===== src/hdl/mcr_pkg.sv =====
`default_nettype none

package mcr_pkg;

    localparam int unsigned COORD_W   = 12;
    localparam int unsigned RAD_W     = 11;
    localparam int unsigned POS_W     = 13;
    localparam int unsigned DIM_W     = 13;
    localparam int unsigned DEC_W     = 16;
    localparam int unsigned ADDR_W    = 25;
    localparam int unsigned COLOR_W   = 32;
    localparam int unsigned CHAN_W    = 8;
    localparam int unsigned CFG_IDX_W = 2;
    localparam int unsigned STEP_IDX_W = 3;

    localparam int unsigned MCR_MAX_DIM = 4096;

    // Midpoint decision constants
    localparam logic [DEC_W-1:0] DEC_INIT = 16'd3;
    localparam logic [DEC_W-1:0] DEC_DIAG = 16'd10;
    localparam logic [DEC_W-1:0] DEC_AXIS = 16'd6;

    localparam int unsigned ALPHA_LSB = 24;

    localparam logic CMD_START   = 1'b0;
    localparam logic CMD_ADVANCE = 1'b1;

    localparam logic FMT_ARGB32 = 1'b0;
    localparam logic FMT_RGB24  = 1'b1;

    localparam logic [CFG_IDX_W-1:0] REG_CANVAS_WIDTH  = 2'd0;
    localparam logic [CFG_IDX_W-1:0] REG_CANVAS_HEIGHT = 2'd1;
    localparam logic [CFG_IDX_W-1:0] REG_PIXEL_FORMAT  = 2'd2;

    // One octant step handed from the stepper to the emitter
    typedef struct packed {
        logic [COORD_W-1:0] cx;
        logic [COORD_W-1:0] cy;
        logic [COORD_W-1:0] x;
        logic [COORD_W-1:0] y;
        logic [COLOR_W-1:0] color;
        logic               fill;
        logic               done;
        logic               rejected;
    } rec_t;

endpackage

`default_nettype wire


===== src/hdl/mcr_step.sv =====
`default_nettype none

module mcr_step (
    input  wire                           clk,
    input  wire                           rst_n,
    input  wire                           accept,
    input  wire                           command,
    input  wire  [mcr_pkg::COORD_W-1:0]   center_x,
    input  wire  [mcr_pkg::COORD_W-1:0]   center_y,
    input  wire  [mcr_pkg::RAD_W-1:0]     radius,
    input  wire  [mcr_pkg::CHAN_W-1:0]    alpha,
    input  wire  [mcr_pkg::CHAN_W-1:0]    red,
    input  wire  [mcr_pkg::CHAN_W-1:0]    green,
    input  wire  [mcr_pkg::CHAN_W-1:0]    blue,
    input  wire                           fill_mode,
    input  wire  [mcr_pkg::DIM_W-1:0]     width_eff,
    input  wire  [mcr_pkg::DIM_W-1:0]     height_eff,
    output mcr_pkg::rec_t                 rec
);

    import mcr_pkg::*;

    logic [COORD_W-1:0] step_x_reg, step_x_next;
    logic [COORD_W-1:0] step_y_reg, step_y_next;
    logic [DEC_W-1:0]   decision_reg, decision_next;
    logic [COORD_W-1:0] held_cx_reg, held_cx_next;
    logic [COORD_W-1:0] held_cy_reg, held_cy_next;
    logic [COLOR_W-1:0] held_color_reg, held_color_next;
    logic               held_fill_reg, held_fill_next;
    logic               active_reg, active_next;

    logic [DIM_W-1:0]   xc_ext, yc_ext, r_ext;
    logic [DIM_W-1:0]   x_plus_r, y_plus_r;
    logic               clip_fail;
    logic [COORD_W-1:0] x1, y1;
    logic [DEC_W-1:0]   d1;
    logic [COLOR_W-1:0] color_in;

    always_comb
    begin
        xc_ext    = {1'b0, center_x};
        yc_ext    = {1'b0, center_y};
        r_ext     = {2'b00, radius};
        x_plus_r  = xc_ext + r_ext;
        y_plus_r  = yc_ext + r_ext;
        clip_fail = (x_plus_r > width_eff) || (xc_ext < r_ext) ||
                    (y_plus_r > height_eff) || (yc_ext < r_ext);
        color_in  = {alpha, red, green, blue};

        x1 = step_x_reg + 1'b1;
        if (!decision_reg[DEC_W-1])
        begin
            y1 = step_y_reg - 1'b1;
            d1 = decision_reg + ((({4'b0000, x1} - {4'b0000, y1})) << 2) + DEC_DIAG;
        end
        else
        begin
            y1 = step_y_reg;
            d1 = decision_reg + ({4'b0000, x1} << 2) + DEC_AXIS;
        end

        step_x_next     = step_x_reg;
        step_y_next     = step_y_reg;
        decision_next   = decision_reg;
        held_cx_next    = held_cx_reg;
        held_cy_next    = held_cy_reg;
        held_color_next = held_color_reg;
        held_fill_next  = held_fill_reg;
        active_next     = active_reg;

        rec          = '0;
        rec.done     = 1'b1;
        rec.rejected = 1'b1;

        if (command == CMD_START)
        begin
            if (!clip_fail)
            begin
                step_x_next     = '0;
                step_y_next     = {1'b0, radius};
                decision_next   = DEC_INIT - ({5'b00000, radius} << 1);
                held_cx_next    = center_x;
                held_cy_next    = center_y;
                held_color_next = color_in;
                held_fill_next  = fill_mode;
                active_next     = (radius != '0);
                rec.cx       = center_x;
                rec.cy       = center_y;
                rec.x        = '0;
                rec.y        = {1'b0, radius};
                rec.color    = color_in;
                rec.fill     = fill_mode;
                rec.done     = (radius == '0);
                rec.rejected = 1'b0;
            end
            else
            begin
                active_next = 1'b0;
            end
        end
        else if (active_reg)
        begin
            step_x_next   = x1;
            step_y_next   = y1;
            decision_next = d1;
            active_next   = !(y1 < x1);
            rec.cx       = held_cx_reg;
            rec.cy       = held_cy_reg;
            rec.x        = x1;
            rec.y        = y1;
            rec.color    = held_color_reg;
            rec.fill     = held_fill_reg;
            rec.done     = (y1 < x1);
            rec.rejected = 1'b0;
        end
    end

    always_ff @(posedge clk or negedge rst_n)
    begin
        if (!rst_n)
        begin
            step_x_reg     <= '0;
            step_y_reg     <= '0;
            decision_reg   <= '0;
            held_cx_reg    <= '0;
            held_cy_reg    <= '0;
            held_color_reg <= '0;
            held_fill_reg  <= 1'b0;
            active_reg     <= 1'b0;
        end
        else if (accept)
        begin
            step_x_reg     <= step_x_next;
            step_y_reg     <= step_y_next;
            decision_reg   <= decision_next;
            held_cx_reg    <= held_cx_next;
            held_cy_reg    <= held_cy_next;
            held_color_reg <= held_color_next;
            held_fill_reg  <= held_fill_next;
            active_reg     <= active_next;
        end
    end

    // An active circle never has y below x
    a_active_octant: assert property (@(posedge clk) disable iff (!rst_n)
        active_reg |-> !(step_y_reg < step_x_reg))
        else $error("active circle past the octant end");

    a_reject_clears: assert property (@(posedge clk) disable iff (!rst_n)
        accept && rec.rejected |=> !active_reg)
        else $error("circle still active after a rejected beat");

    a_done_clears: assert property (@(posedge clk) disable iff (!rst_n)
        accept && rec.done |=> !active_reg)
        else $error("circle still active after its last step");

endmodule

`default_nettype wire


===== src/hdl/mcr_emit.sv =====
`default_nettype none

module mcr_emit (
    input  wire                            clk,
    input  wire                            rst_n,
    input  wire                            accept,
    input  wire  mcr_pkg::rec_t            rec_in,
    input  wire  [mcr_pkg::DIM_W-1:0]      width_eff,
    input  wire  [mcr_pkg::DIM_W-1:0]      height_eff,
    input  wire                            pixel_fmt,
    input  wire                            out_stall,
    output logic                           busy,
    output logic                           out_valid,
    output logic [mcr_pkg::POS_W-1:0]      pos_x,
    output logic [mcr_pkg::POS_W-1:0]      pos_y,
    output logic [mcr_pkg::ADDR_W-1:0]     pixel_address,
    output logic [mcr_pkg::POS_W-1:0]      run_length,
    output logic [mcr_pkg::COLOR_W-1:0]    color_word,
    output logic                           last_in_step,
    output logic                           circle_done,
    output logic                           rejected
);

    import mcr_pkg::*;

    rec_t                  rec_reg;
    logic                  rec_valid_reg, rec_valid_next;
    logic [STEP_IDX_W-1:0] idx_reg, idx_next;

    logic                  out_valid_reg, out_valid_next;
    logic [POS_W-1:0]      pos_x_reg, pos_y_reg, run_reg;
    logic [ADDR_W-1:0]     addr_reg;
    logic [COLOR_W-1:0]    color_reg;
    logic                  last_reg, done_reg, rej_reg;

    logic                  load;
    logic                  is_last;
    logic [STEP_IDX_W-1:0] oct;
    logic [COORD_W-1:0]    off_h, off_v;
    logic [POS_W-1:0]      px, py, span, span_run, run_sel;
    logic [POS_W:0]        span_end;
    logic [2*POS_W-1:0]    row_base;
    logic [ADDR_W-1:0]     addr_sel;
    logic [COLOR_W-1:0]    color_sel;

    always_comb
    begin
        is_last = rec_reg.rejected ||
                  (rec_reg.fill ? (idx_reg[1:0] == 2'b11) : (idx_reg == 3'b111));
        load    = rec_valid_reg && (!out_valid_reg || !out_stall);
        busy    = rec_valid_reg && !(load && is_last);

        // A fill span sits on the odd (left-hand) octant positions
        oct   = rec_reg.fill ? {idx_reg[1:0], 1'b1} : idx_reg;
        off_h = oct[2] ? rec_reg.y : rec_reg.x;
        off_v = oct[2] ? rec_reg.x : rec_reg.y;
        px    = oct[0] ? ({1'b0, rec_reg.cx} - {1'b0, off_h})
                       : ({1'b0, rec_reg.cx} + {1'b0, off_h});
        py    = oct[1] ? ({1'b0, rec_reg.cy} - {1'b0, off_v})
                       : ({1'b0, rec_reg.cy} + {1'b0, off_v});

        span     = {off_h, 1'b0};
        span_end = {1'b0, px} + {1'b0, span};
        if ((px >= width_eff) || (py >= height_eff) || (span == '0))
            span_run = '0;
        else if (span_end > {1'b0, width_eff})
            span_run = width_eff - px;
        else
            span_run = span;
        run_sel = rec_reg.fill ? span_run : POS_W'(1);

        row_base  = py * width_eff;
        addr_sel  = row_base[ADDR_W-1:0] + {{(ADDR_W-POS_W){1'b0}}, px};
        color_sel = (pixel_fmt == FMT_RGB24)
                    ? {{(COLOR_W-ALPHA_LSB){1'b0}}, rec_reg.color[ALPHA_LSB-1:0]}
                    : rec_reg.color;

        if (accept)
            rec_valid_next = 1'b1;
        else if (load && is_last)
            rec_valid_next = 1'b0;
        else
            rec_valid_next = rec_valid_reg;

        if (accept)
            idx_next = '0;
        else if (load)
            idx_next = idx_reg + 1'b1;
        else
            idx_next = idx_reg;

        if (load)
            out_valid_next = 1'b1;
        else if (out_stall)
            out_valid_next = out_valid_reg;
        else
            out_valid_next = 1'b0;
    end

    always_ff @(posedge clk or negedge rst_n)
    begin
        if (!rst_n)
        begin
            rec_valid_reg <= 1'b0;
            idx_reg       <= '0;
            out_valid_reg <= 1'b0;
        end
        else
        begin
            rec_valid_reg <= rec_valid_next;
            idx_reg       <= idx_next;
            out_valid_reg <= out_valid_next;
        end
    end

    always_ff @(posedge clk)
    begin
        if (accept)
            rec_reg <= rec_in;
        if (load)
        begin
            if (rec_reg.rejected)
            begin
                pos_x_reg <= '0;
                pos_y_reg <= '0;
                addr_reg  <= '0;
                run_reg   <= '0;
                color_reg <= '0;
            end
            else
            begin
                pos_x_reg <= px;
                pos_y_reg <= py;
                addr_reg  <= addr_sel;
                run_reg   <= run_sel;
                color_reg <= color_sel;
            end
            last_reg <= is_last;
            done_reg <= rec_reg.done;
            rej_reg  <= rec_reg.rejected;
        end
    end

    assign out_valid     = out_valid_reg;
    assign pos_x         = pos_x_reg;
    assign pos_y         = pos_y_reg;
    assign pixel_address = addr_reg;
    assign run_length    = run_reg;
    assign color_word    = color_reg;
    assign last_in_step  = last_reg;
    assign circle_done   = done_reg;
    assign rejected      = rej_reg;

    a_fill_four: assert property (@(posedge clk) disable iff (!rst_n)
        rec_valid_reg && rec_reg.fill && !rec_reg.rejected |-> !idx_reg[2])
        else $error("fill step past its fourth span");

    a_reject_single: assert property (@(posedge clk) disable iff (!rst_n)
        out_valid_reg && rej_reg |-> last_reg && done_reg)
        else $error("rejected beat not marked last and done");

    a_release: assert property (@(posedge clk) disable iff (!rst_n)
        load && is_last && !accept |=> !rec_valid_reg)
        else $error("step record held after its last beat");

    a_no_overwrite: assert property (@(posedge clk) disable iff (!rst_n)
        accept |-> !rec_valid_reg || (load && is_last))
        else $error("new step taken over a pending one");

endmodule

`default_nettype wire


===== src/hdl/midpoint_circle_rasterizer_top.sv =====
`default_nettype none

// Midpoint circle rasterizer.
// Command beats come in on in_valid/in_stall. A start beat latches center, radius,
// color and mode, runs the canvas clip check and yields the first octant step; each
// advance beat yields the next step. Result beats leave on out_valid/out_stall.
// A stroke step gives 8 pixel beats, a fill step 4 span beats, a rejected start or
// an advance with no circle in progress 1 beat. last_in_step marks the final beat of
// a command, circle_done the beats of the last step.
// The first result beat of a command passes through the step record register and then the
// result register. Throughput: one result beat per cycle while out_stall is low; a command
// holds the single result register for all its beats, which also caps command intake; the next
// command is taken in the cycle its predecessor's last beat is loaded.
// The configuration channel (cfg_valid/cfg_ready, cfg_index, cfg_data) is always
// ready; write it only while no command is in flight.
// Reset clears the active circle and restores width 640, height 480, ARGB32.
// While out_stall is high the output beat holds. in_stall is high while a step's beats are
// still being emitted and drops in the cycle its last beat is loaded.

module midpoint_circle_rasterizer_top #(
    parameter int unsigned MAX_DIM = mcr_pkg::MCR_MAX_DIM
) (
    input  wire                              clk,
    input  wire                              rst_n,

    input  wire                              cfg_valid,
    output logic                             cfg_ready,
    input  wire  [mcr_pkg::CFG_IDX_W-1:0]    cfg_index,
    input  wire  [mcr_pkg::DIM_W-1:0]        cfg_data,

    input  wire                              in_valid,
    output logic                             in_stall,
    input  wire                              command,
    input  wire  [mcr_pkg::COORD_W-1:0]      center_x,
    input  wire  [mcr_pkg::COORD_W-1:0]      center_y,
    input  wire  [mcr_pkg::RAD_W-1:0]        radius,
    input  wire  [mcr_pkg::CHAN_W-1:0]       alpha,
    input  wire  [mcr_pkg::CHAN_W-1:0]       red,
    input  wire  [mcr_pkg::CHAN_W-1:0]       green,
    input  wire  [mcr_pkg::CHAN_W-1:0]       blue,
    input  wire                              fill_mode,

    output logic                             out_valid,
    input  wire                              out_stall,
    output logic [mcr_pkg::POS_W-1:0]        pos_x,
    output logic [mcr_pkg::POS_W-1:0]        pos_y,
    output logic [mcr_pkg::ADDR_W-1:0]       pixel_address,
    output logic [mcr_pkg::POS_W-1:0]        run_length,
    output logic [mcr_pkg::COLOR_W-1:0]      color_word,
    output logic                             last_in_step,
    output logic                             circle_done,
    output logic                             rejected
);

    import mcr_pkg::*;

    logic [DIM_W-1:0] width_reg, height_reg;
    logic             fmt_reg;
    logic [DIM_W-1:0] width_eff, height_eff;
    logic             accept;
    logic             busy;
    rec_t             rec;

    assign cfg_ready = 1'b1;

    always_ff @(posedge clk or negedge rst_n)
    begin
        if (!rst_n)
        begin
            width_reg  <= DIM_W'(640);
            height_reg <= DIM_W'(480);
            fmt_reg    <= FMT_ARGB32;
        end
        else if (cfg_valid && cfg_ready)
        begin
            case (cfg_index)
                REG_CANVAS_WIDTH:  width_reg  <= cfg_data;
                REG_CANVAS_HEIGHT: height_reg <= cfg_data;
                REG_PIXEL_FORMAT:  fmt_reg    <= cfg_data[0];
                default:           ;
            endcase
        end
    end

    // Clamp oversized dimensions
    always_comb
    begin
        width_eff  = (32'(width_reg) > MAX_DIM) ? DIM_W'(MAX_DIM) : width_reg;
        height_eff = (32'(height_reg) > MAX_DIM) ? DIM_W'(MAX_DIM) : height_reg;
    end

    assign in_stall = busy;
    assign accept   = in_valid && !busy;

    mcr_step u_step (
        .clk        (clk),
        .rst_n      (rst_n),
        .accept     (accept),
        .command    (command),
        .center_x   (center_x),
        .center_y   (center_y),
        .radius     (radius),
        .alpha      (alpha),
        .red        (red),
        .green      (green),
        .blue       (blue),
        .fill_mode  (fill_mode),
        .width_eff  (width_eff),
        .height_eff (height_eff),
        .rec        (rec)
    );

    mcr_emit u_emit (
        .clk           (clk),
        .rst_n         (rst_n),
        .accept        (accept),
        .rec_in        (rec),
        .width_eff     (width_eff),
        .height_eff    (height_eff),
        .pixel_fmt     (fmt_reg),
        .out_stall     (out_stall),
        .busy          (busy),
        .out_valid     (out_valid),
        .pos_x         (pos_x),
        .pos_y         (pos_y),
        .pixel_address (pixel_address),
        .run_length    (run_length),
        .color_word    (color_word),
        .last_in_step  (last_in_step),
        .circle_done   (circle_done),
        .rejected      (rejected)
    );

endmodule

`default_nettype wire

===== config.mk =====
export PLATFORM = sky130hd
export DESIGN_NAME = midpoint_circle_rasterizer_top
export DESIGN_NICKNAME = d
export VERILOG_FILES = /design/src/hdl/mcr_pkg.sv /design/src/hdl/mcr_step.sv /design/src/hdl/mcr_emit.sv /design/src/hdl/midpoint_circle_rasterizer_top.sv
export SDC_FILE = /design/constraint.sdc
export NUM_CORES = 1
export LEC_CHECK = 0
export ABC_AREA = 1
export ABC_CLOCK_PERIOD_IN_PS = 9410
export BUFFER_PORTS_ARGS = -buffer_cell sky130_fd_sc_hd__buf_2
export CAP_MARGIN = 20
export CORE_MARGIN = 2
export CORE_UTILIZATION = 41
export CTS_BUF_LIST = sky130_fd_sc_hd__clkbuf_4 sky130_fd_sc_hd__clkbuf_8 sky130_fd_sc_hd__clkbuf_16
export DETAILED_ROUTE_END_ITERATION = 6
export GPL_TIMING_DRIVEN = 0
export SYNTH_ARGS = -nofsm -noshare
export SYNTH_HDL_FRONTEND = slang
export SYNTH_SLANG_ARGS = --single-unit

===== constraint.sdc =====
create_clock -name clk -period 9.41 [get_ports clk]
set_input_delay 0.4705 -clock clk [delete_from_list [all_inputs] [get_ports clk]]
set_output_delay 0.4705 -clock clk [all_outputs]
set_load 0.02 [all_outputs]

==> results.md <==
Synth:
- During synthesis, Yosys emitted a total of 0 warnings.
- Yosys instantiated no cell more often than nand2_1.
- The top cell type by area accounts for 19.82% of the synthesized area.
- The basic-gate share of the synthesized area counting and, or, nand and nor cells is 20.42%.
- When the netlist entered floorplanning its net count stood at 3986.
- By area the synthesized netlist is led by edfxtp_1, ha_1, dfrtp_1, nand2_1, fa_1.
- The dominant cell type by area after synthesis is edfxtp_1.
- In the synthesized netlist the async set-or-reset flop fraction comes to 41.48%.
- The part of the Yosys area used for sequential elements is 31.55%.
- The post-synthesis cell type count is 61.
- The post-synthesis average cell area is 7.999 sq um.
- Synthesis produced a netlist whose cell count is 3448.
- Measured against the total synthesized area, the mux share comes to 0.03629%.
- The count of state elements after synthesis is 311.
- The share of synthesized cell area in full adder, half adder and majority cells is 24.13%.
- By count the netlist is led by nand2_1, inv_1, nor2_1.
- The synthesized area is 27580 sq um.
- In the synthesized netlist the dominant register cell turns out to be edfxtp_1.
- The largest family of logic cells by synthesized area is adder cells.
- The number of synthesized flops with an enable pin is 182.
- The area share of xor/xnor cells in the synthesized design is 3.715%.
- Summing the areas of all compound-gate instances in the mapped netlist gives 10.83% of the synthesized area.

Place:
- The congestion estimate from routability-driven global placement came to 0.9395.
- The detailed-placement wirelength estimate is 65.41 mm.
- The count of input and output buffers is 189.

Clock network:
- The clock reaches the later pin of the worst-skew pair after 600 ps.
- The number of buffers inserted during clock tree synthesis is 38.
- The clock slew seen by the registers of the worst setup and hold paths is 60 ps.
- CTS built an H-tree with a depth of 2.
- TritonCTS built the clock tree.
- The cell sitting at the root of the clock tree is a clkbuf_16.
- The clock sink total is 311.
- The maximum clock insertion buffer count is 3.

GRT:
- Entering global routing, the biggest net connects 88 pins.
- The number of antenna violations at the first check in global routing came to 20.
- The via count of the first global-routing pass is 22510.
- The total global routing overflow is 0.
- The global routing usage summed across all routing layers is 23.41%.
- The first global-routing pass estimated 127.1 mm of wire.

Worst setup path:
- The worst register-to-register path has a depth of 44.
- The launching point of the worst reg2reg path is u_emit.rec_reg[2]$_DFFE_PP_.
- The worst setup path is captured at a flip-flop.
- The flop-to-flop setup slack is 530 ps.
- In this run the critical register-to-register path is captured at u_emit.pixel_address[22]$_SDFFCE_PP0P_.
- The cell depth of the worst setup path is 44.
- The worst setup path is of the reg2reg kind.
- For this design, the slowest cell found on the critical path is fa_1.
- The launching element type of the critical path is a flip-flop.
- Of all nets on the critical path, the largest fanout is 10.
- The highest cell delay on the worst timing path is 570 ps.
- The cell family contributing the most delay on the critical path is adder cells.
- The library cell appearing most often on the critical path is nand2_1.
- For the worst setup path, the data arrival time is 9200 ps.
- The buffering stage count on the worst path with inverters included is 10.
- The required time at the worst-slack endpoint is 9730 ps.

Finish:
- The register with the most flip-flops in the layout has 83 of them.
- The ratio of cells with drive above 1 in the final layout is 10.12%.
- After filler insertion, the fill cell instance count of the layout stands at 6740.
- The area of combinational cells with multiple inputs is 16380 sq um.
- Registers take 8701 sq um.
- The net count of the finished layout is 4225.
- The area growth from synthesis to layout is 13.24%.

Die:
- The floorplan has 95 rows.
- The die covers 69360 sq um.
- The placeable core region is 66920 sq um.
- The die height is 263.4 um.
- The die is 263.4 um wide.
- The initial utilization of the core area, before any placement, comes to 41.21%.
- The count of boundary I/O pins is 191.

Run:
- The number of maximum-capacitance constraint violations is 0.

Timing:
- The share of the clock period used by the worst path is 94.34%.
- The final number of setup-violating endpoints is 0.
- The final count of hold timing violations is 0.
- Between clock sinks in the finished design, the worst skew comes to 42.40 ps.
- The relative max-transition margin is 24.86%.
- Static timing analysis puts the maximum clock frequency at 112.6 MHz.
- The post-layout minimum cycle time is 8877 ps.
- The sum of negative setup slack is 0 ps.
- For the pin with the worst max-slew slack, the measured transition is 1119 ps.
- The final max-slew violation count is 0.

Worst hold path:
- Along the worst hold path, the cell count comes to 2.
- For hold timing, the worst endpoint is u_emit.rec_valid_reg$_DFFE_PN0P_.
- The startpoint identified for the worst hold timing path is in_valid.
- In this run the worst hold path is classified as in2reg.

Route:
- The uppermost layer routed is met5.
- The routed wirelength normalized by instance count is 17.72 um.
- The wire length on met1 is 35.41 mm.
- After detailed routing, the total wire length is 81.43 mm.
- The length of routed met3 wiring is 4.401 mm.
- The overall via count from detail_route is 23250.
- The count of nets left with antenna violations after detail routing is 0.
- The first detailed-routing pass ran for 6 iterations.
- The violation count after the first detailed-routing iteration is 1567.
- The number of design rule violations left after detail routing is 0.
- In the routed layout, each cell is associated on average with a via count of 5.059.
- The routed design uses 38.72 mm of met2 wire.

Status:
- The flow ran to the end, and the final reports show no timing, DRC or antenna violations.
==> cell usage in the layout (no fill, tap or decap), drive strengths merged, types with 7 or more instances in the layout <==
cell type and instances:
nand2 757, nor2 351, buf 226, a21o 14, a31oi 10, nor4 7
o21ai 275, ha 311, nor3 38, fa 138, xnor2 31, inv 571
nand4 25, a21oi 182, xor2 86, edfxtp 182, o21bai 9, dfrtp 123
clkinv 12, o31ai 8, o21a 17, nand3 165, clkbuf 116, o22ai 11
==> cells by family (layout without fill, tap and decap cells) <==
family,Yosys count,in the layout
compound gates,546,546
buf+inv,665,934
flops,311,311
other cells,1,7
xor+xnor,117,117
mux,1,1
fa+ha+maj,449,449
simple gates,1358,1358
==> worst max path at each step <==
stage | end | from
6_report | u_emit.pixel_address[22]$_SDFFCE_PP0P_ | u_emit.rec_reg[2]$_DFFE_PP_
5_1_grt | u_emit.pixel_address[22]$_SDFFCE_PP0P_ | u_emit.rec_reg[2]$_DFFE_PP_
4_1_cts | u_emit.pixel_address[15]$_SDFFCE_PP0P_ | u_emit.rec_reg[2]$_DFFE_PP_
3_5_place_dp | u_emit.pixel_address[15]$_SDFFCE_PP0P_ | u_emit.rec_reg[2]$_DFFE_PP_
3_3_place_gp | u_step.held_color_reg[6]$_DFFE_PN0P_ | out_stall
2_1_floorplan | u_emit.pixel_address[15]$_SDFFCE_PP0P_ | u_emit.rec_reg[2]$_DFFE_PP_
==> timing repair <==
item                                   4_1_cts  5_1_grt
gates resized for setup                      0       14
setup buffers                                0        4
setup endpoints to repair                    0       14
endpoints found under the hold margin       42        0
hold buffers                                 1        0
==> per-stage QoR <==
step	hold WS, ps	instances	worst slack, ps	utilization [%]	area [sq um]
floorplan	174.9	3448	1503	-	27580
global placement	404.9	4510	30.31	44.26	29620
detailed placement	428.1	4515	128.4	44.43	29730
CTS	65.76	4586	71.28	46.50	31120
global route	89.44	4594	-49.88	46.66	31230
finish	93.03	4596	532.8	46.67	31230
==> layout make-up <==
| type | instances | area share [%] |
|---|---|---|
| Tap cell | 873 | 3.497 |
| Sequential cell | 311 | 27.86 |
| Antenna cell | 6 | 0.04807 |
| Timing Repair Buffer | 199 | 3.505 |
| Inverter | 573 | 6.918 |
| Multi-Input combinational cell | 2472 | 52.44 |
| Clock inverter | 18 | 0.9054 |
| Clock buffer | 52 | 3.497 |
| Buffer | 92 | 1.334 |
==> routing by layer <==
metal | GRT usage, % | up-vias
met5 | 0 | -
met4 | 7.583 | 28
met3 | 4.293 | 175
met2 | 39.96 | 553
met1 | 29.98 | 10890
li1 | - | 11610
Power is left out: the tool's default activity adds up to more than one toggle a clock period on the data nets, which glitch-free logic cannot reach.
